`src/wipq_pkg.sv`:
```
// Package for the work-item pool queue manager.
// Holds the command codes, the sequencer states and the queued transaction type.
// No dependencies.
package wipq_pkg;

    localparam int CMD_W  = 2;
    localparam int CORE_W = 3;
    localparam int SLOT_W = 5;

    typedef enum logic [CMD_W-1:0] {
        OP_ALLOC   = 2'd0,
        OP_FREE    = 2'd1,
        OP_ENQUEUE = 2'd2,
        OP_DEQUEUE = 2'd3
    } op_t;

    typedef enum logic [2:0] {
        ST_INIT,
        ST_IDLE,
        ST_ALLOC,
        ST_ENQ,
        ST_DEQ_HEAD,
        ST_DEQ_LINK
    } state_t;

    // One classified command waiting between the front and the back.
    typedef struct packed {
        op_t               op;
        logic [CORE_W-1:0] core;
        logic [SLOT_W-1:0] slot;
        logic              slot_ok;
        logic              core_ok;
    } item_t;

endpackage

```
`src/wipq_ram.sv`:
```
// Generic single-write, single-read RAM with a registered read port.
// Depends on nothing.
module wipq_ram #(
    parameter int WIDTH = 8,
    parameter int DEPTH = 32
) (
    input  logic                                  clk,
    input  logic                                  we,
    input  logic [(DEPTH > 1 ? $clog2(DEPTH) : 1)-1:0] waddr,
    input  logic [WIDTH-1:0]                      wdata,
    input  logic [(DEPTH > 1 ? $clog2(DEPTH) : 1)-1:0] raddr,
    output logic [WIDTH-1:0]                      rdata
);

    logic [WIDTH-1:0] mem_reg [DEPTH];
    logic [WIDTH-1:0] rdata_reg;

    always_ff @(posedge clk)
    begin
        if (we)
        begin
            mem_reg[waddr] <= wdata;
        end
        rdata_reg <= mem_reg[raddr];
    end

    assign rdata = rdata_reg;

endmodule

```
`src/wipq_front.sv`:
```
// Front end: accepts command transactions, range-checks slot and core,
// and holds them in a two-entry queue for the back end. Uses wipq_pkg.
module wipq_front #(
    parameter int POOL_SLOTS = 32,
    parameter int CORE_COUNT = 8
) (
    input  logic                          clk,
    input  logic                          rst_n,
    input  logic                          enable,
    input  logic                          in_valid,
    output logic                          in_stall,
    input  logic [wipq_pkg::CMD_W-1:0]    cmd,
    input  logic [wipq_pkg::CORE_W-1:0]   core,
    input  logic [wipq_pkg::SLOT_W-1:0]   slot,
    output logic                          item_valid,
    output wipq_pkg::item_t               item,
    input  logic                          item_pop
);

    localparam int CMPW = 12;

    wipq_pkg::item_t fifo_reg [2];
    logic            wr_ptr_reg, wr_ptr_next;
    logic            rd_ptr_reg, rd_ptr_next;
    logic [1:0]      count_reg, count_next;
    logic            push;
    wipq_pkg::item_t new_item;

    always_comb
    begin
        new_item.op      = wipq_pkg::op_t'(cmd);
        new_item.core    = core;
        new_item.slot    = slot;
        new_item.slot_ok = CMPW'(slot) < CMPW'(POOL_SLOTS);
        new_item.core_ok = CMPW'(core) < CMPW'(CORE_COUNT);
    end

    assign in_stall   = !enable || (count_reg == 2'd2);
    assign push       = in_valid && !in_stall;
    assign item_valid = (count_reg != 2'd0);
    assign item       = fifo_reg[rd_ptr_reg];

    always_comb
    begin
        wr_ptr_next = push ? !wr_ptr_reg : wr_ptr_reg;
        rd_ptr_next = item_pop ? !rd_ptr_reg : rd_ptr_reg;
        count_next  = count_reg + 2'(push) - 2'(item_pop);
    end

    always_ff @(posedge clk or negedge rst_n)
    begin
        if (!rst_n)
        begin
            wr_ptr_reg <= 1'b0;
            rd_ptr_reg <= 1'b0;
            count_reg  <= 2'd0;
        end
        else
        begin
            wr_ptr_reg <= wr_ptr_next;
            rd_ptr_reg <= rd_ptr_next;
            count_reg  <= count_next;
        end
    end

    always_ff @(posedge clk)
    begin
        if (push)
        begin
            fifo_reg[wr_ptr_reg] <= new_item;
        end
    end

endmodule

```
`src/wipq_back.sv`:
```
// Back end: sequencer that carries out alloc, free, enqueue and dequeue on the
// shared link store, the queue head and tail stores and the free-list head.
// Uses wipq_pkg and wipq_ram.
module wipq_back #(
    parameter int POOL_SLOTS = 32,
    parameter int CORE_COUNT = 8
) (
    input  logic                          clk,
    input  logic                          rst_n,
    output logic                          ready,
    input  logic                          item_valid,
    input  wipq_pkg::item_t               item,
    output logic                          item_pop,
    output logic                          out_valid,
    input  logic                          out_stall,
    output logic                          ok,
    output logic [wipq_pkg::SLOT_W-1:0]   slot_out
);

    localparam int PW   = $clog2(POOL_SLOTS + 1);
    localparam int SIW  = $clog2(POOL_SLOTS);
    localparam int CIW  = CORE_COUNT > 1 ? $clog2(CORE_COUNT) : 1;
    localparam int CXW  = CIW + wipq_pkg::CORE_W;
    localparam int SXW  = SIW + wipq_pkg::SLOT_W;
    localparam logic [PW-1:0]  LINK_NONE = PW'(POOL_SLOTS);
    localparam logic [SIW-1:0] LAST_SLOT = SIW'(POOL_SLOTS - 1);

    wipq_pkg::state_t state_reg, state_next;
    logic [SIW-1:0]        init_cnt_reg, init_cnt_next;
    logic [PW-1:0]         free_head_reg, free_head_next;
    logic [CORE_COUNT-1:0] nonempty_reg, nonempty_next;
    logic [CIW-1:0]        cur_core_reg, cur_core_next;
    logic [SIW-1:0]        cur_slot_reg, cur_slot_next;
    logic [SIW-1:0]        cur_ptr_reg, cur_ptr_next;
    logic                  out_valid_reg, out_valid_next;
    logic                  out_ok_reg, out_ok_next;
    logic [SIW-1:0]        out_ptr_reg, out_ptr_next;

    logic           link_we, heads_we, tails_we;
    logic [SIW-1:0] link_waddr, link_raddr;
    logic [PW-1:0]  link_wdata, link_rdata;
    logic [CIW-1:0] heads_waddr, heads_raddr, tails_waddr, tails_raddr;
    logic [SIW-1:0] heads_wdata, tails_wdata, heads_rdata, tails_rdata;

    logic           out_free, load;
    logic [CXW-1:0] core_wide;
    logic [CIW-1:0] core_idx;
    logic [SXW-1:0] slot_wide;
    logic [SIW-1:0] slot_idx;
    logic [SXW-1:0] res_wide;
    logic           head_ok, link_is_slot;

    assign core_wide    = CXW'(item.core);
    assign core_idx     = core_wide[CIW-1:0];
    assign slot_wide    = SXW'(item.slot);
    assign slot_idx     = slot_wide[SIW-1:0];
    assign res_wide     = SXW'(out_ptr_reg);
    assign out_free     = !out_valid_reg || !out_stall;
    assign head_ok      = free_head_reg < LINK_NONE;
    assign link_is_slot = link_rdata < LINK_NONE;

    // Next state.
    always_comb
    begin
        state_next = state_reg;
        case (state_reg)
            wipq_pkg::ST_INIT:
            begin
                if (init_cnt_reg == LAST_SLOT)
                begin
                    state_next = wipq_pkg::ST_IDLE;
                end
            end
            wipq_pkg::ST_IDLE:
            begin
                if (item_valid && out_free)
                begin
                    case (item.op)
                        wipq_pkg::OP_ALLOC:
                        begin
                            if (head_ok)
                            begin
                                state_next = wipq_pkg::ST_ALLOC;
                            end
                        end
                        wipq_pkg::OP_ENQUEUE:
                        begin
                            if (item.slot_ok && item.core_ok && nonempty_reg[core_idx])
                            begin
                                state_next = wipq_pkg::ST_ENQ;
                            end
                        end
                        wipq_pkg::OP_DEQUEUE:
                        begin
                            if (item.core_ok && nonempty_reg[core_idx])
                            begin
                                state_next = wipq_pkg::ST_DEQ_HEAD;
                            end
                        end
                        default:
                        begin
                            state_next = wipq_pkg::ST_IDLE;
                        end
                    endcase
                end
            end
            wipq_pkg::ST_DEQ_HEAD:
            begin
                state_next = wipq_pkg::ST_DEQ_LINK;
            end
            wipq_pkg::ST_ALLOC, wipq_pkg::ST_ENQ, wipq_pkg::ST_DEQ_LINK:
            begin
                state_next = wipq_pkg::ST_IDLE;
            end
            default:
            begin
                state_next = wipq_pkg::ST_IDLE;
            end
        endcase
    end

    // Datapath and store controls.
    always_comb
    begin
        init_cnt_next  = init_cnt_reg;
        free_head_next = free_head_reg;
        nonempty_next  = nonempty_reg;
        cur_core_next  = cur_core_reg;
        cur_slot_next  = cur_slot_reg;
        cur_ptr_next   = cur_ptr_reg;
        item_pop       = 1'b0;
        load           = 1'b0;
        out_ok_next    = out_ok_reg;
        out_ptr_next   = out_ptr_reg;
        link_we        = 1'b0;
        link_waddr     = '0;
        link_wdata     = LINK_NONE;
        link_raddr     = '0;
        heads_we       = 1'b0;
        heads_waddr    = '0;
        heads_wdata    = '0;
        heads_raddr    = '0;
        tails_we       = 1'b0;
        tails_waddr    = '0;
        tails_wdata    = '0;
        tails_raddr    = '0;

        case (state_reg)
            wipq_pkg::ST_INIT:
            begin
                // Clearing pass: each link entry points at the next slot.
                link_we       = 1'b1;
                link_waddr    = init_cnt_reg;
                link_wdata    = PW'(init_cnt_reg) + PW'(1);
                init_cnt_next = init_cnt_reg + SIW'(1);
            end
            wipq_pkg::ST_IDLE:
            begin
                if (item_valid && out_free)
                begin
                    item_pop      = 1'b1;
                    cur_core_next = core_idx;
                    cur_slot_next = slot_idx;
                    out_ok_next   = 1'b0;
                    out_ptr_next  = '0;
                    case (item.op)
                        wipq_pkg::OP_ALLOC:
                        begin
                            if (head_ok)
                            begin
                                link_raddr   = free_head_reg[SIW-1:0];
                                cur_ptr_next = free_head_reg[SIW-1:0];
                            end
                            else
                            begin
                                load = 1'b1;
                            end
                        end
                        wipq_pkg::OP_FREE:
                        begin
                            load = 1'b1;
                            if (item.slot_ok)
                            begin
                                link_we        = 1'b1;
                                link_waddr     = slot_idx;
                                link_wdata     = free_head_reg;
                                free_head_next = PW'(slot_idx);
                                out_ok_next    = 1'b1;
                            end
                        end
                        wipq_pkg::OP_ENQUEUE:
                        begin
                            if (item.slot_ok && item.core_ok)
                            begin
                                link_we    = 1'b1;
                                link_waddr = slot_idx;
                                link_wdata = LINK_NONE;
                                if (nonempty_reg[core_idx])
                                begin
                                    tails_raddr = core_idx;
                                end
                                else
                                begin
                                    heads_we                = 1'b1;
                                    heads_waddr             = core_idx;
                                    heads_wdata             = slot_idx;
                                    tails_we                = 1'b1;
                                    tails_waddr             = core_idx;
                                    tails_wdata             = slot_idx;
                                    nonempty_next[core_idx] = 1'b1;
                                    out_ok_next             = 1'b1;
                                    load                    = 1'b1;
                                end
                            end
                            else
                            begin
                                load = 1'b1;
                            end
                        end
                        wipq_pkg::OP_DEQUEUE:
                        begin
                            if (item.core_ok && nonempty_reg[core_idx])
                            begin
                                heads_raddr = core_idx;
                            end
                            else
                            begin
                                load = 1'b1;
                            end
                        end
                        default:
                        begin
                            load = 1'b1;
                        end
                    endcase
                end
            end
            wipq_pkg::ST_ALLOC:
            begin
                free_head_next = link_rdata;
                link_we        = 1'b1;
                link_waddr     = cur_ptr_reg;
                link_wdata     = LINK_NONE;
                out_ok_next    = 1'b1;
                out_ptr_next   = cur_ptr_reg;
                load           = 1'b1;
            end
            wipq_pkg::ST_ENQ:
            begin
                // The queue is not empty, so the stored tail is a real slot.
                link_we     = 1'b1;
                link_waddr  = tails_rdata;
                link_wdata  = PW'(cur_slot_reg);
                tails_we    = 1'b1;
                tails_waddr = cur_core_reg;
                tails_wdata = cur_slot_reg;
                out_ok_next = 1'b1;
                load        = 1'b1;
            end
            wipq_pkg::ST_DEQ_HEAD:
            begin
                link_raddr   = heads_rdata;
                cur_ptr_next = heads_rdata;
            end
            wipq_pkg::ST_DEQ_LINK:
            begin
                heads_we    = 1'b1;
                heads_waddr = cur_core_reg;
                heads_wdata = link_rdata[SIW-1:0];
                if (!link_is_slot)
                begin
                    nonempty_next[cur_core_reg] = 1'b0;
                end
                out_ok_next  = 1'b1;
                out_ptr_next = cur_ptr_reg;
                load         = 1'b1;
            end
            default:
            begin
                load = 1'b0;
            end
        endcase

        out_valid_next = load ? 1'b1 : (out_valid_reg && out_stall);
    end

    always_ff @(posedge clk or negedge rst_n)
    begin
        if (!rst_n)
        begin
            state_reg     <= wipq_pkg::ST_INIT;
            init_cnt_reg  <= '0;
            free_head_reg <= '0;
            nonempty_reg  <= '0;
            out_valid_reg <= 1'b0;
        end
        else
        begin
            state_reg     <= state_next;
            init_cnt_reg  <= init_cnt_next;
            free_head_reg <= free_head_next;
            nonempty_reg  <= nonempty_next;
            out_valid_reg <= out_valid_next;
        end
    end

    always_ff @(posedge clk)
    begin
        cur_core_reg <= cur_core_next;
        cur_slot_reg <= cur_slot_next;
        cur_ptr_reg  <= cur_ptr_next;
        out_ok_reg   <= out_ok_next;
        out_ptr_reg  <= out_ptr_next;
    end

    wipq_ram #(.WIDTH(PW), .DEPTH(POOL_SLOTS)) u_link_ram (
        .clk   (clk),
        .we    (link_we),
        .waddr (link_waddr),
        .wdata (link_wdata),
        .raddr (link_raddr),
        .rdata (link_rdata)
    );

    wipq_ram #(.WIDTH(SIW), .DEPTH(CORE_COUNT)) u_heads_ram (
        .clk   (clk),
        .we    (heads_we),
        .waddr (heads_waddr),
        .wdata (heads_wdata),
        .raddr (heads_raddr),
        .rdata (heads_rdata)
    );

    wipq_ram #(.WIDTH(SIW), .DEPTH(CORE_COUNT)) u_tails_ram (
        .clk   (clk),
        .we    (tails_we),
        .waddr (tails_waddr),
        .wdata (tails_wdata),
        .raddr (tails_raddr),
        .rdata (tails_rdata)
    );

    assign ready     = (state_reg != wipq_pkg::ST_INIT);
    assign out_valid = out_valid_reg;
    assign ok        = out_ok_reg;
    assign slot_out  = res_wide[wipq_pkg::SLOT_W-1:0];

    a_pop_only_idle: assert property (@(posedge clk) disable iff (!rst_n)
        item_pop |-> (state_reg == wipq_pkg::ST_IDLE))
        else $error("command taken outside the idle state");

    a_load_needs_room: assert property (@(posedge clk) disable iff (!rst_n)
        load |-> out_free)
        else $error("result loaded over an unaccepted result");

    a_alloc_succeeds: assert property (@(posedge clk) disable iff (!rst_n)
        (state_reg == wipq_pkg::ST_ALLOC) |=> (out_valid_reg && out_ok_reg))
        else $error("alloc from a non-empty free list did not report success");

    a_deq_sequence: assert property (@(posedge clk) disable iff (!rst_n)
        (state_reg == wipq_pkg::ST_DEQ_HEAD) |=> (state_reg == wipq_pkg::ST_DEQ_LINK))
        else $error("dequeue head read not followed by link read");

endmodule

```
`src/work_item_pool_queue_manager.sv`:
```
// Work-item pool queue manager: a pool of POOL_SLOTS slots with one free list
// and CORE_COUNT per-core FIFO queues, all linked through one next-pointer RAM.
//
// Input channel (in_valid/in_stall) carries one command per transaction:
// cmd selects alloc, free, enqueue or dequeue; core and slot are its operands.
// Output channel (out_valid/out_stall) returns one result per command:
// ok, and slot_out holding the allocated or dequeued slot (zero otherwise).
// Commands are executed one at a time, in order.
//
// Free, enqueue to an empty queue and any failing command are answered from
// the idle state; alloc passes through ST_ALLOC, enqueue to a non-empty queue
// through ST_ENQ, and dequeue through ST_DEQ_HEAD and then ST_DEQ_LINK. The
// sequencer walks the link, head and tail RAMs through their single registered
// read port, so it takes no new command until the current one has finished.
// A two-entry queue sits in front of the sequencer.
//
// After reset the block runs a clearing pass that chains every slot onto the
// free list; in_stall stays high during it. When out_stall holds a result,
// the next command waits in the queue and in_stall rises once the queue is
// full.
module work_item_pool_queue_manager #(
    parameter int POOL_SLOTS = 32,
    parameter int CORE_COUNT = 8
) (
    input  logic                          clk,
    input  logic                          rst_n,
    input  logic                          in_valid,
    output logic                          in_stall,
    input  logic [wipq_pkg::CMD_W-1:0]    cmd,
    input  logic [wipq_pkg::CORE_W-1:0]   core,
    input  logic [wipq_pkg::SLOT_W-1:0]   slot,
    output logic                          out_valid,
    input  logic                          out_stall,
    output logic                          ok,
    output logic [wipq_pkg::SLOT_W-1:0]   slot_out
);

    logic            back_ready;
    logic            item_valid;
    logic            item_pop;
    wipq_pkg::item_t item;

    wipq_front #(.POOL_SLOTS(POOL_SLOTS), .CORE_COUNT(CORE_COUNT)) u_front (
        .clk        (clk),
        .rst_n      (rst_n),
        .enable     (back_ready),
        .in_valid   (in_valid),
        .in_stall   (in_stall),
        .cmd        (cmd),
        .core       (core),
        .slot       (slot),
        .item_valid (item_valid),
        .item       (item),
        .item_pop   (item_pop)
    );

    wipq_back #(.POOL_SLOTS(POOL_SLOTS), .CORE_COUNT(CORE_COUNT)) u_back (
        .clk        (clk),
        .rst_n      (rst_n),
        .ready      (back_ready),
        .item_valid (item_valid),
        .item       (item),
        .item_pop   (item_pop),
        .out_valid  (out_valid),
        .out_stall  (out_stall),
        .ok         (ok),
        .slot_out   (slot_out)
    );

endmodule

```
`config.mk`:
```
export PLATFORM = sky130hd
export DESIGN_NAME = work_item_pool_queue_manager
export DESIGN_NICKNAME = d
export VERILOG_FILES = /design/src/wipq_pkg.sv /design/src/wipq_ram.sv /design/src/wipq_front.sv /design/src/wipq_back.sv /design/src/work_item_pool_queue_manager.sv
export SDC_FILE = /design/constraint.sdc
export NUM_CORES = 1
export LEC_CHECK = 0
export ABC_CLOCK_PERIOD_IN_PS = 10300
export BUFFER_PORTS_ARGS = -buffer_cell sky130_fd_sc_hd__buf_2
export CAP_MARGIN = 0
export CORE_ASPECT_RATIO = 0.8
export CORE_MARGIN = 2
export CORE_UTILIZATION = 57
export CTS_CLUSTER_DIAMETER = 100
export DETAILED_ROUTE_END_ITERATION = 6
export HOLD_SLACK_MARGIN = 0.03
export PLACE_DENSITY = 0.73
export SYNTH_ARGS = -nofsm -noshare
export SYNTH_HDL_FRONTEND = slang
export SYNTH_HIERARCHICAL = 1
export SYNTH_SLANG_ARGS = --single-unit
```
`constraint.sdc`:
```
create_clock -name clk -period 10.3 [get_ports clk]
set_input_delay 0.515 -clock clk [delete_from_list [all_inputs] [get_ports clk]]
set_output_delay 0.515 -clock clk [all_outputs]
set_load 0.005 [all_outputs]
```
Yosys cells after proc, flatten, opt, wreduce, memory -nomap -nowiden
Memories as Yosys holds them, arrays and structs flattened. A register that Yosys moved wholly into a read port is not among the register bits.
Index checks and enable logic that the tools add are counted.
{"block": "totals", "ff_bits": 46, "ram_bits": 292, "inputBits": 14, "elab_cells": 182, "memories": 4}
{"block": "op_classes", "n_addsub": 4, "n_lt_le_gt_ge": 6, "n_eq_ne": 23, "mux": 94, "n_bitwise": 3, "reduce_logical": 35}
{"memory": "u_back.u_link_ram.mem_reg", "depth": 32, "word_bits": 6, "read_ports": 1, "rd_clocked_by_memory_dff": 1, "wr": 1, "line_no": "wipq_ram.sv:15", "rtl": "logic [WIDTH-1:0] mem_reg [DEPTH];"}
{"memory": "u_back.u_heads_ram.mem_reg", "depth": 8, "word_bits": 5, "read_ports": 1, "rd_clocked_by_memory_dff": 1, "wr": 1, "line_no": "wipq_ram.sv:15"}
{"memory": "u_back.u_tails_ram.mem_reg", "depth": 8, "word_bits": 5, "read_ports": 1, "rd_clocked_by_memory_dff": 1, "wr": 1, "line_no": "wipq_ram.sv:15"}
{"memory": "u_front.fifo_reg", "depth": 2, "word_bits": 10, "read_ports": 1, "rd_clocked_by_memory_dff": 0, "wr": 1, "line_no": "wipq_front.sv:22", "rtl": "wipq_pkg::item_t fifo_reg [2];"}
{"cell": "$mux 5", "n": 14}
{"cell": "$pmux 5 s2", "n": 6}
{"cell": "$mux 3", "n": 18}
{"cell": "$mux 8", "n": 5}
{"cell": "$mux 6", "n": 6}
{"cell": "$mux 1", "n": 26}
{"cell": "$pmux 5 s4", "n": 1}
{"cell": "$pmux 3 s3", "n": 2}
{"cell": "$pmux 6 s3", "n": 1}
{"cell": "$pmux 8 s2", "n": 1}
{"cell": "$pmux 1 s2", "n": 7}
{"cell": "$lt 6x6->1 const B", "n": 2}
{"cell": "$pmux 3 s2", "n": 2}
{"cell": "$pmux 6 s2", "n": 1}
{"cell": "$reduce_bool 2->1", "n": 6}
{"cell": "$ne 2x1->1 const B", "n": 5}
{"cell": "$ne 2x2->1 const B", "n": 5}
{"cell": "$ne 3x2->1 const B", "n": 3}
{"cell": "$and 8x8->8", "n": 1}
{"cell": "$lt 3x4->1 const B", "n": 2}
{"cell": "$not 8->8", "n": 1}
{"cell": "$or 8x8->8", "n": 1}
{"cell": "$reduce_and 4->1", "n": 2}
{"cell": "$add 5x1->6 const B", "n": 1}
{"cell": "other kinds (26)", "n": 46}

Logic depth before layout (Yosys ltp)
Gate-level depths: netlist of run 1.
An unclocked memory read counts as a cell.
{"block": "logic_depth", "ltp_word": 11, "depth_mapped": 13, "mapped_depth_nobuf": 11}

By module
Netlist of run 1, hierarchy kept.
{"module": "wipq_ram at u_back.u_link_ram", "n_inst": 1, "cells_each": 323, "area_per_inst_um2": 7589.8, "seq_area_each_um2": 5885.6}
{"module": "wipq_ram at u_back.u_heads_ram ...", "n_inst": 2, "cells_each": 75, "area_per_inst_um2": 1694.1, "seq_area_each_um2": 1301.2}
{"module": "wipq_back", "n_inst": 1, "cells_each": 283, "area_per_inst_um2": 2708.8, "seq_area_each_um2": 1146.1}
{"module": "wipq_front", "n_inst": 1, "cells_each": 52, "area_per_inst_um2": 978.4, "seq_area_each_um2": 700.7}

Worst setup path after synthesis of run 1
Ideal clock, no wire load.
{"block": "synth_path", "path_type": "input to register", "startpoint": "in out_stall", "endpoint": "reg u_back.u_link_ram.rdata_reg[0], in the netlist u_back/u_link_ram/rdata[0], read port of u_back.u_link_ram.mem_reg", "setup_time_ps": 121, "t_arrival_ps": 3639, "path_slack_ps": 6540, "path_stages": 11, "path_buffers": 3, "cell_sequence": "a21bo_1 or3_1 buf_6 inv_1 and2_1 a22o_1 clkbuf_1 clkbuf_1 mux4_2 mux4_2 mux2_2"}
{"block": "synth_via", "elab_chain_len": 5}
{"element": "start, declared", "line_no": "work_item_pool_queue_manager.sv:33", "rtl": "input logic out_stall,"}
{"element": "$logic_not 1->1", "line_no": "wipq_back.sv:58", "rtl": "assign out_free = !out_valid_reg || !out_stall;"}
{"element": "$logic_or 1x1->1", "line_no": "wipq_back.sv:58"}
{"element": "$logic_and 1x1->1", "line_no": "wipq_back.sv:159", "rtl": "if (item_valid && out_free)"}
{"element": "$mux 5", "line_no": "wipq_back.sv:159"}
{"element": "$pmux 5 s2", "line_no": "wipq_back.sv:148", "rtl": "case (state_reg)"}
{"element": "via u_back.link_raddr[2]", "line_no": "wipq_back.sv:40", "rtl": "logic [SIW-1:0] link_waddr, link_raddr;"}
{"element": "end, declared", "line_no": "wipq_ram.sv:16", "rtl": "logic [WIDTH-1:0] rdata_reg;"}
The timed path passes the listed nets, and every way through them passes these cells.
A chain may end at the register's enable or synchronous reset.

Worst setup path after layout of run 1
{"block": "layout_path", "startpoint": "reg u_back.state_reg[1]", "endpoint": "reg u_back.u_link_ram.rdata_reg[1], in the netlist u_back/u_link_ram/rdata[1], read port of u_back.u_link_ram.mem_reg"}
{"block": "layout_via", "elab_chain_len": 2, "elab_cells_between_ends": 3}
{"element": "start, declared", "line_no": "wipq_back.sv:28", "rtl": "wipq_pkg::state_t state_reg, state_next;"}
{"element": "start signal, assigned", "line_no": "wipq_back.sv:291", "rtl": "state_reg <= wipq_pkg::ST_INIT;"}
{"element": "start signal, assigned", "line_no": "wipq_back.sv:299", "rtl": "state_reg <= state_next;"}
{"element": "$eq 3x3->1 or $eq 3x1->1 (tied branches)", "line_no": "wipq_back.sv:148"}
{"element": "$pmux 5 s2 *", "line_no": "wipq_back.sv:148"}
{"element": "via u_back.link_raddr[2]", "line_no": "wipq_back.sv:40"}
The timed path passes the listed nets; every way through them passes the cells marked *.

==> results of run 1 <==
[synthesized netlist by cell type, types with 2 or more instances]
cell type / count
or2_2: 2
mux2i_1: 9
a32o_1: 2
mux4_1: 20
dfxtp_1: 16
a31oi_1: 3
mux2_4: 9
buf_1: 2
dfrtp_1: 27
o21ai_0: 14
nand2b_1: 11
mux4_2: 60
inv_1: 12
a22oi_1: 6
a22o_1: 17
edfxtp_1: 311
buf_4: 3
xnor2_1: 5
nor2b_1: 9
clkbuf_1: 18
buf_6: 8
or3b_2: 3
a21boi_0: 2
or3_1: 2
ha_1: 8
mux2_2: 27
xor2_1: 4
nand3b_1: 6
nor3_1: 8
nor2_1: 73
a2bb2oi_1: 5
and3_1: 8
a222oi_1: 3
nand2_1: 37
buf_2: 6
and2_1: 8
a221o_1: 2
a21oi_1: 13
nand3_1: 7
[metal layers]
| layer | vias to the layer above | routed length [um] | global-route usage, % | part of all wire (%) |
|---|---|---|---|---|
| met3 | 48 | 2630 | 4.853 | 9.0 |
| met1 | 3866 | 12770 | 34.21 | 44 |
| met4 | 0 | 658 | 6.040 | 2.3 |
| met2 | 344 | 13140 | 32.23 | 45 |
| met5 | - | 0 | 0 | 0 |
| li1 | 3275 | - | - | - |
[per-stage QoR]
stage               total power [mW]  cells  util, %
finish                         4.354   1182    63.81
global route                   4.546   1182    63.81
CTS                            4.366   1182    63.81
detailed placement             3.087   1117    59.17
global placement               3.035   1117    59.17
floorplan                      2.763    809        -
[path summary, 6_finish.rpt]
path | start | endpoint | slack [ns] | cells after the start
worst min-delay path | cmd[0] | u_front/fifo_reg[1][8] | 0.19 | 1
max in group asynchronous | rst_n | u_back/free_head_reg[4] | 9.32 | 2
worst min register to register | u_front/count_reg[1] | u_front/count_reg[1] | 0.49 | 1
worst max register to register | u_back/state_reg[1] | u_back/u_link_ram/rdata[1] | 5.67 | 8
worst max-delay path | u_back/state_reg[1] | u_back/u_link_ram/rdata[1] | 5.67 | 8
min in group asynchronous | rst_n | u_back/nonempty_reg[7] | 0.56 | 2
[cell families (layout without fill, tap and decap cells)]
kind of cell	after synthesis	count (layout)
adders and majority gates	8	8
buffers and inverters	50	99
other	1	2
xor gates and xnor gates	9	9
muxes	125	125
and+or+nand+nor	186	186
DFF	354	354
AOI/OAI and AO/OA	75	75
[layout make-up]
class,instances,area (um2),area share (%)
Tap cell,324,405.4,2.510
Clock buffer,43,937.1,5.803
Sequential cell,354,10330,63.99
Multi-Input combinational cell,405,4081,25.27
Timing Repair Buffer,22,115.1,0.7127
Clock inverter,21,227.7,1.410
Inverter,13,48.80,0.3021
[worst reg2reg max path, stage by stage, from the launching register on]
cell and delay (ns):
dfrtp_1 0.56, nand2b_1 0.29, or3_1 0.53, inv_1 0.47
and2_1 0.33, a22o_2 1.06, mux4_2 0.50, mux4_2 0.53
mux2_2 0.28
[power breakdown]
| part | internal, mW | switching, mW |
|---|---|---|
| Sequential | 1.97 | 0.120 |
| Combinational | 0.345 | 0.639 |
| Clock | 0.754 | 0.526 |
[what timing repair did]
item | in CTS | in global routing
resized for setup | 0 | 0
hold buffers | 1 | 0
endpoints found under the hold margin | 9 | 0
==> results.md, run 1 <==
* Routed len/inst at roughly 25 um
* Simple-gate share of the synthesized area at under 10%
* Post-synth top area share at between 60% and 70%
* Multiplexer share of the synthesized area at around 16%
* Nets at 853
* Final max-slew violation count at 0
* CTS tree: built
* Slew HR at between 10% and 20%
* Drt first pass iters at 7
* Type of origin of the critical path: register
* Main combinational cell family by area after synthesis: multiplexers
* Input/output buffers at 21
* Ant diodes at 0
* Hold Path Class: in2reg
* Post-synth cell types at 61
* WL final at 29200 um
* Clk_skew at between 0.02 and 0.025 ns
* CP endpoint kind: register
* Synth Area in XOR/XNOR at less than 1%
* Root buffer cell: clkbuf_16
* CTS max path bufs at 3
* Die ar. at between 0.02 and 0.03 mm2
* Clk pin slew, worst setup/hold paths at ~0.060 ns
* Compound-Gate Fraction of Synth Area at between 3 and 4%
* DIE WIDTH at between 150 and 200 um
* Post-Route Setup TNS at 0 ns
* Max Freq at 0.2159 GHz
* RSZ-0062 raised after global routing: no
* Violated checks: design-rule violations
* Post-DRT Antenna Nets at 0
* Global-route wire length before repair at 43930 um
* Fillers at roughly 1700
* Post-Syn Instances at between 800 and 900
* Mapped Avg Cell Area at ~18 um2
* Vias/cell at around 6.4
* Fin area at between 0.015 and 0.02 mm2
* Dpl hpwl at 19160 um
* Power per cell area at around 270 mW/mm2
* Worst path top cell family by delay: multiplexers
* Critical-path maximum fanout at between 40 and 50
* Core Region at approximately 0.025 mm2
* Most common cell on crit path: mux4_2
* Register bit total from synthesis at 354
* Run status: finished, violations left
* Sink Count at about 350
* Initial antenna violation count at 0
* Leakage at around 5.3 nW
* Max-cap violation count at 0
* Pre-CTS setup slack at 5.700 ns
* Num CTS Buffers at 35
* Data arrival, critical path at slightly above 5 ns
* Fraction of layout cells with a size suffix above 1 at between 20% and 30%
* Critical path, cell by cell: nand2b_1, or3_1, inv_1, and2_1, a22o_2, mux4_2, mux4_2, mux2_2
* Largest register FFs at 192
* Gpl congestion at slightly above 0.9
* Synth Warn # at 6
* WHS at 0.1877 ns
* Slew of the pin with the lowest slew margin at approximately 1.3 ns
* Commonest non-fill, non-tap cell in the layout: edfxtp_1
* Vias in the first global route at 7330
* Gr usage total at between 20% and 30%
* Ys flop type: edfxtp_1
* Most frequent cells in the layout: 311 x edfxtp_1, 73 x nor2_1, 60 x mux4_2, 37 x nand2_1, 36 x clkbuf_16
* Setup ws final at between 5 and 6 ns
* Slowest stage delay, CP at roughly 1.1 ns
* Final hold vios at 0
* Iteration-0 DRC Markers at ~810
* Area Overhead vs Synth at 10.13%
* Final setup viols at 0
* Adder-Cell Fraction of Synth Area at less than 1%
* Tmin final at 4.632 ns
* Largest net degree at the start of global routing at 49
* Dpl cell area at about 0.015 mm2
* Synthesized area at approximately 0.015 mm2
* Post-CTS Setup Inserts at 0
* Vias at around 7500
* EDFF count, synth at 311
* Total grt overflow at 0
* Maximum VDD drop at 0.1549 mV
* Synth area leader: edfxtp_1
* Starting density of the core at 57.94%
* Die Span Y at between 100 and 150 um
* Dominant cells by area after synthesis: edfxtp_1 64%, mux4_2 9.2%, dfrtp_1 4.6%
* Skew-Pair Late Insertion Delay at between 0.5 and 0.6 ns
* Buf/Inv on CP at 1
* FP Rows at 52
* DRC at 2
* Post-synthesis sequential area ratio at a little over two thirds
* Highest-delay cell along the critical path: a22o_2
* Asr flop ratio synth at under 10%
* Fin crit share at between 40 and 50%
* Critical Path RT at between 10 and 15 ns
* IO Count at 22
* Kind of critical path: reg2reg
* H-Tree Depth at 2
No activity file was read; power rests on OpenSTA's default activity.
==> inputs of run 2 (changes only) <==
--- a/config.mk
+++ b/config.mk
@@ -5,7 +5,7 @@
 export SDC_FILE = /design/constraint.sdc
 export NUM_CORES = 1
 export LEC_CHECK = 0
-export ABC_CLOCK_PERIOD_IN_PS = 10300
+export ABC_CLOCK_PERIOD_IN_PS = 4500
 export BUFFER_PORTS_ARGS = -buffer_cell sky130_fd_sc_hd__buf_2
 export CAP_MARGIN = 0
 export CORE_ASPECT_RATIO = 0.8
==> constraint.sdc (replaced) <==
create_clock -name clk -period 4.5 [get_ports clk]
set_input_delay 0.225 -clock clk [delete_from_list [all_inputs] [get_ports clk]]
set_output_delay 0.225 -clock clk [all_outputs]
set_load 0.005 [all_outputs]
==> results.md, run 2 (synthesized netlist as in run 1, its figures left out) <==
* Run status: complete, no violations
* WL final at 32130 um (+10%)
* Pint at 7.056 mW (+130%)
* Clock power share at 28.2% (-1.2 points)
* Tmin final at 3.798 ns (-0.8342 ns)
* Die ar. at 0.02704 mm2 (unchanged)
* DRC at 0 (-2)
* Num CTS Buffers at 35 (unchanged)
* DIE WIDTH at 183.3 um (unchanged)
* Reg2Reg Launch Point: u_front/rd_ptr_reg
* Core Util, Final at 64.77% (+0.95 points)
* Starting density of the core at 57.94% (unchanged)
* Ant diodes at 0 (unchanged)
* Max-cap violation count at 0 (unchanged)
* Kind of critical path: reg2reg
* Root buffer cell: clkbuf_16
* Sw Pwr at 3.134 mW (+140%)
* Initial antenna violation count at 0 (unchanged)
* Clk_skew at 0.01402 ns (-0.008627 ns)
* Max Freq at 0.2633 GHz (+22%)
* Total power draw at 10.19 mW (+130%)
* Routed len/inst at 26.55 um (+7.5%)
* Type of origin of the critical path: register
* Final max-slew violation count at 0 (unchanged)
* Pre-CTS setup slack at 0.7383 ns (-4.961 ns)
* IO Count at 22 (unchanged)
* H-Tree Depth at 2 (unchanged)
* CTS max path bufs at 3 (unchanged)
* RSZ-0062 raised after global routing: no
* CTS tree: built
* Gr usage total at 24.40% (+2.3 points)
* Final setup viols at 0 (unchanged)
* Power per cell area at 621.7 mW/mm2 (+130%)
* CP endpoint kind: register
* Largest net degree at the start of global routing at 37 (-24%)
* Data arrival, critical path at 4.20 ns (-0.85 ns)
* Sequential share of power at 46.8% (-1.2 points)
* Post-Route Setup TNS at 0 ns (unchanged)
* Hold Path Class: in2async
* Final hold vios at 0 (unchanged)
* Commonest non-fill, non-tap cell in the layout: edfxtp_1
* Setup ws final at 0.7017 ns (-4.966 ns)
* Slew of the pin with the lowest slew margin at 1.166 ns (-0.1440 ns)
* Area Overhead vs Synth at 11.77%
* Critical path, cell by cell: mux2_2, inv_1, ha_1, nor2b_1, and2_1, a22o_4, buf_12, mux4_2, mux4_2, mux2_2
* Dpl hpwl at 21190 um (+11%)
* Skew-Pair Late Insertion Delay at 0.52 ns (about the same)
* Most frequent cells in the layout: 311 x edfxtp_1, 73 x nor2_1, 60 x mux4_2, 37 x nand2_1, 36 x clkbuf_16
* Fraction of layout cells with a size suffix above 1 at 22.91% (+1.1 points)
* Die Span Y at 147.5 um (unchanged)
* Slew HR at 22.21% (+9.5 points)
* Iteration-0 DRC Markers at 874 (+8.6%)
* Leakage at 5.404 nW (+2.6%)
* Clk pin slew, worst setup/hold paths at 0.06 ns (about the same)
* Slowest stage delay, CP at 0.55 ns (-0.51 ns)
* Maximum VDD drop at 0.5162 mV (+230%)
* Largest register FFs at 192 (unchanged)
* Vias in the first global route at 7760 (+5.9%)
* Highest-delay cell along the critical path: mux4_2
* Critical-path maximum fanout at 36 (-25%)
* Switch share at 30.76% (+1.3 points)
* Nets at 882 (+3.4%)
* Global-route wire length before repair at 47910 um (+9.1%)
* Buf/Inv on CP at 2 (+1)
* Post-DRT Antenna Nets at 0 (unchanged)
* Worst Setup SP: u_front/rd_ptr_reg
* Input/output buffers at 21 (unchanged)
* Drt first pass iters at 7 (unchanged)
* FP Rows at 52 (unchanged)
* Critical Path RT at 4.90 ns (-5.82 ns)
* Fin crit share at 84.41% (+39 points)
* Vias at 7892 (+4.8%)
* Gate power share at 25.0% (+2.4 points)
* Vias/cell at 6.522 (+2.3%)
* Worst path top cell family by delay: multiplexers
* Gpl congestion at 1.013 (+9.5%)
* Core Region at 0.02531 mm2 (unchanged)
* Sink Count at 354 (unchanged)
* Total grt overflow at 0 (unchanged)
-- run 2: cell count changes in the layout (fill, tap and decap cells not counted), sizes merged --
cell / previous run / this run
clkinvlp: 3 / 1
dlygate4sd3: 1 / 13
bufinv: 4 / 3
buf: 21 / 38
clkbuf: 43 / 41
clkinv: 13 / 17
-- run 2: layer usage --
layer	vias up	global-route usage, %	part of all wire [%]
li1	3329	-	-
met1	4074	36.80	43
met2	446	34.51	43
met3	43	9.510	13
met4	0	4.600	1.6
met5	-	0	0
-- run 2: worst paths after layout --
check                                             endpoint  slack (ns)  depth (start not counted)
worst max-delay path            u_back/u_link_ram/rdata[2]        0.70                         10
worst min-delay path                u_back/nonempty_reg[0]        0.28                          2
worst max register to register  u_back/u_link_ram/rdata[2]        0.70                         10
worst min register to register        u_front/count_reg[1]        0.50                          1
max in group asynchronous          u_back/free_head_reg[0]        3.76                          2
min in group clk                    u_front/fifo_reg[0][5]        0.43                          2
-- run 2: area by class of cell --
cell class,count,area [um2]
repair buffers,51,387.9
multi-input cells,405,4081
clock buffers,41,929.6
clock inverters,22,203.9
inverters,13,48.80
flip-flops and latches,354,10330
fillers,1664,8917
well taps,324,405.4
-- run 2: repair_timing --
item / 4_1_cts / 5_1_grt
resized for setup: 0 / 0
endpoints found under the hold margin: 49 / 0
endpoints found under the setup margin: 0 / 0
hold buffers: 13 / 0
buffers inserted: 0 / 0
-- run 2: power by group through the flow --
stage	clock network, mW	logic (mW)	registers (mW)
floorplan	0	1.63	4.69
global placement	0	2.37	4.81
detailed placement	0	2.50	4.81
CTS	2.91	2.51	4.75
global route	3.04	2.74	4.80
finish	2.87	2.55	4.77
-- run 2: metrics by stage --
stage / hold WS, ns / std cells / instance area, um2
global placement: 0.2838 / 1134 / 15130
floorplan: -0.07059 / 809 / 14670
detailed placement: 0.2854 / 1134 / 15130
finish: 0.2840 / 1210 / 16390
CTS: 0.2836 / 1210 / 16390
global route: 0.3328 / 1210 / 16390
==> inputs of run 3 (changes only) <==
--- a/config.mk
+++ b/config.mk
@@ -5,7 +5,8 @@
 export SDC_FILE = /design/constraint.sdc
 export NUM_CORES = 1
 export LEC_CHECK = 0
-export ABC_CLOCK_PERIOD_IN_PS = 4500
+export ABC_AREA = 1
+export ABC_CLOCK_PERIOD_IN_PS = 3400
 export BUFFER_PORTS_ARGS = -buffer_cell sky130_fd_sc_hd__buf_2
 export CAP_MARGIN = 0
 export CORE_ASPECT_RATIO = 0.8
@@ -14,7 +15,7 @@
 export CTS_CLUSTER_DIAMETER = 100
 export DETAILED_ROUTE_END_ITERATION = 6
 export HOLD_SLACK_MARGIN = 0.03
-export PLACE_DENSITY = 0.73
+export PLACE_DENSITY = 0.76
 export SYNTH_ARGS = -nofsm -noshare
 export SYNTH_HDL_FRONTEND = slang
 export SYNTH_HIERARCHICAL = 1
==> constraint.sdc (replaced) <==
create_clock -name clk -period 3.4 [get_ports clk]
set_input_delay 0.17 -clock clk [delete_from_list [all_inputs] [get_ports clk]]
set_output_delay 0.17 -clock clk [all_outputs]
set_load 0.005 [all_outputs]
==> results.md, run 3 <==
* Skew-Pair Late Insertion Delay at 0.53 ns (about the same)
* Post-Route Setup TNS at 0 ns (unchanged)
* Synth area leader: edfxtp_1
* FP Rows at 54 (+3.8%)
* Dpl hpwl at 23780 um (+12%)
* Starting density of the core at 57.77% (-0.17 points)
* Critical Path RT at 3.57 ns (-1.33 ns)
* Die ar. at 0.02895 mm2 (+7.1%)
* Type of origin of the critical path: register
* Most common cell on crit path: nand2_1
* Post-synth top area share at 59.37% (-4.3 points)
* Synth Warn # at 6 (unchanged)
* Fin area at 0.01767 mm2 (+7.8%)
* CP endpoint kind: register
* Ys flop type: edfxtp_1
* Final hold vios at 0 (unchanged)
* Compound-Gate Fraction of Synth Area at 3.651% (-0.11 points)
* Final setup viols at 0 (unchanged)
* Initial antenna violation count at 0 (unchanged)
* Met3 usage at 3.938% (-5.6 points)
* Commonest non-fill, non-tap cell in the layout: nand2_1
* EDFF count, synth at 311 (unchanged)
* Total grt overflow at 0 (unchanged)
* Die Span Y at 152.6 um (+3.5%)
* Slew of the pin with the lowest slew margin at 1.267 ns (+0.1011 ns)
* Vias at 11260 (+43%)
* Simple-gate share of the synthesized area at 22.90% (+17 points)
* CTS tree: built
* Critical path, cell by cell: nand2_1, o21ai_2, buf_4, nand2_1, nand2_1, nor2_1, nor2_1, nand2_2, inv_2, nand2_4, nor2_4, nand2_1, o21ai_0, nand2_1, nor2_1
* Non-filler cells, final at 2012 (+66%)
* Post-synthesis sequential area ratio at 65.70% (-4.8 points)
* GRT met1 Usage at 40.55% (+3.7 points)
* R2R cell count at 15 (+5)
* Dominant cells by area after synthesis: edfxtp_1 59%, nand2_1 13%, nand3_1 6.8%
* Worst path top cell family by delay: simple AND/OR/NAND/NOR gates
* Largest net degree at the start of global routing at 97 (+160%)
* Critical-path maximum fanout at 11 (-69%)
* Largest register FFs at 192 (unchanged)
* Slowest stage delay, CP at 0.61 ns (+0.06 ns)
* Clk pin slew, worst setup/hold paths at 0.06 ns (about the same)
* Fillers at 2083 (+25%)
* Ant diodes at 0 (unchanged)
* Adder-Cell Fraction of Synth Area at 0.6363% (-0.046 points)
* M2 GR Usage at 37.64% (+3.1 points)
* Leakage at 7.261 nW (+34%)
* WP depth at 15 (+5)
* Clk_skew at 0.02678 ns (+0.01275 ns)
* Synth Area in XOR/XNOR at 0.1114% (-0.43 points)
* Power per cell area at 827.6 mW/mm2 (+33%)
* IO Count at 22 (unchanged)
* Register bit total from synthesis at 354 (unchanged)
* Gpl congestion at 0.9328 (-7.9%)
* Max Freq at 0.3214 GHz (+22%)
* Asr flop ratio synth at 7.627% (unchanged)
* Slew HR at 14.67% (-7.5 points)
* Gr usage total at 25.75% (+1.4 points)
* H-Tree Depth at 2 (unchanged)
* Area Overhead vs Synth at 12.33%
* Highest-delay cell along the critical path: dfrtp_1
* Sink Count at 354 (unchanged)
* Vias in the first global route at 10740 (+38%)
* DIE WIDTH at 189.7 um (+3.5%)
* Drt first pass iters at 6 (-1)
* Post-synth cell types at 41 (-33%)
* Root buffer cell: clkbuf_16
* Multiplexer share of the synthesized area at 0% (-16 points)
* Final max-slew violation count at 0 (unchanged)
* CTS max path bufs at 3 (unchanged)
* Fin crit share at 91.51% (+7.1 points)
* Max-cap violation count at 0 (unchanged)
* Main combinational cell family by area after synthesis: simple AND/OR/NAND/NOR gates
* Dpl cell area at 0.01639 mm2 (+8.4%)
* Synthesized area at 0.01573 mm2 (+7.3%)
* Global-route wire length before repair at 58020 um (+21%)
* Data arrival, critical path at 3.28 ns (-0.92 ns)
* Top-count cell post-synth: nand2_1
* Dpl cells at 1933 (+70%)
* Num CTS Buffers at 36 (+2.9%)
* Vias/cell at 5.597 (-14%)
* Core Region at 0.02723 mm2 (+7.6%)
* Post-CTS Setup Inserts at 0 (unchanged)
* Nets at 1642 (+86%)
* WL final at 36540 um (+14%)
* RSZ-0062 raised after global routing: no
* Synth top cells by count: 537 x nand2_1, 311 x edfxtp_1, 214 x nand3_1
* Iteration-0 DRC Markers at 1569 (+80%)
* Buf/Inv on CP at 2 (unchanged)
* Hold Path Class: in2async
* Global route hottest layer: met1
* Fraction of layout cells with a size suffix above 1 at 10.92% (-12 points)
* Run status: complete, no violations
* Mapped Avg Cell Area at 10.15 um2 (-44%)
* Routed len/inst at 18.16 um (-32%)
* Input/output buffers at 21 (unchanged)
* Kind of critical path: reg2reg
* DRC at 0 (unchanged)
* Most frequent cells in the layout: 537 x nand2_1, 311 x edfxtp_1, 214 x nand3_1, 162 x inv_1, 72 x nor2_1
* Post-Syn Instances at 1549 (+92%)
* Tmin final at 3.111 ns (-0.6871 ns)
* Maximum VDD drop at 0.5050 mV (-2.2%)
* Post-DRT Antenna Nets at 0 (unchanged)
* Core Util, Final at 64.89% (+0.13 points)
==> run 3: cell types whose count changed in the layout (fill, tap and decap cells not counted), sizes merged, moves of 36 or more <==
cell / before / now
nand3: 8 / 215
mux4: 80 / 0
mux2: 36 / 0
buf: 38 / 81
nand2: 37 / 542
o21ai: 14 / 51
inv: 14 / 174
==> run 3: power by group <==
part / switching, mW / internal, mW
clock network: 1.62 / 2.15
logic: 3.40 / 1.26
registers: 0.299 / 5.89
total: 5.32 / 9.30
==> run 3: routing by layer <==
layer	vias to the layer above	share of wire, %
met2	557	44
li1	5297	-
met5	-	0
met1	5353	45
met4	0	1.8
met3	55	9.9
==> run 3: cell families after synthesis <==
family / count (synthesis)
AO/OA/AOI/OAI: 87
XOR/XNOR: 2
adder cells (fa/ha/maj): 8
buffers and inverters: 238
flip-flops: 354
other: 1
AND/OR/NAND/NOR: 859
==> run 3: timing repair <==
action                                  in CTS  in global routing
resized for setup                            0                  4
hold endpoints to repair                    49                  0
endpoints found under the setup margin       0                 27
hold buffers                                13                  0
==> run 3: worst reg2reg max path: cells and delay by family (launching register included) <==
| family | cells | cell delay [ns] |
|---|---|---|
| compound gates | 2 | 0.40 |
| buf+inv | 2 | 0.31 |
| flops | 1 | 0.61 |
| simple gates | 11 | 1.45 |
==> run 3: worst paths after layout <==
check	to	slack, ns	from
setup / recovery	u_back/u_tails_ram/mem_reg[5][4]	0.29	u_front/rd_ptr_reg
hold / removal	u_back/free_head_reg[5]	0.23	rst_n
setup reg to reg	u_back/u_tails_ram/mem_reg[5][4]	0.29	u_front/rd_ptr_reg
hold reg to reg	u_front/wr_ptr_reg	0.48	u_front/wr_ptr_reg
max in group asynchronous	u_back/init_cnt_reg[1]	2.71	rst_n
min in group clk	u_front/fifo_reg[0][4]	0.38	slot[4]
==> run 3: area by class of cell <==
| class | count | area [um2] | area share [%] |
|---|---|---|---|
| tap | 364 | 455.4 | 2.578 |
| clock inverter | 21 | 145.1 | 0.8214 |
| sequential | 354 | 10330 | 58.49 |
| multi-input combinational | 958 | 4353 | 24.64 |
| clock buffer | 45 | 987.2 | 5.587 |
| inverter | 176 | 670.6 | 3.796 |
| timing repair buffer | 94 | 723.2 | 4.093 |
==> run 3: through the flow <==
step                setup WS, ns  total power [mW]  hold WS, ns
floorplan                 0.7745             9.239      -0.1256
finish                    0.2888             14.62       0.2275
detailed placement        0.2887             10.82       0.2528
CTS                       0.2937             14.58       0.2314
global placement          0.3277             10.70       0.2411
global route             0.02770             15.36       0.2886
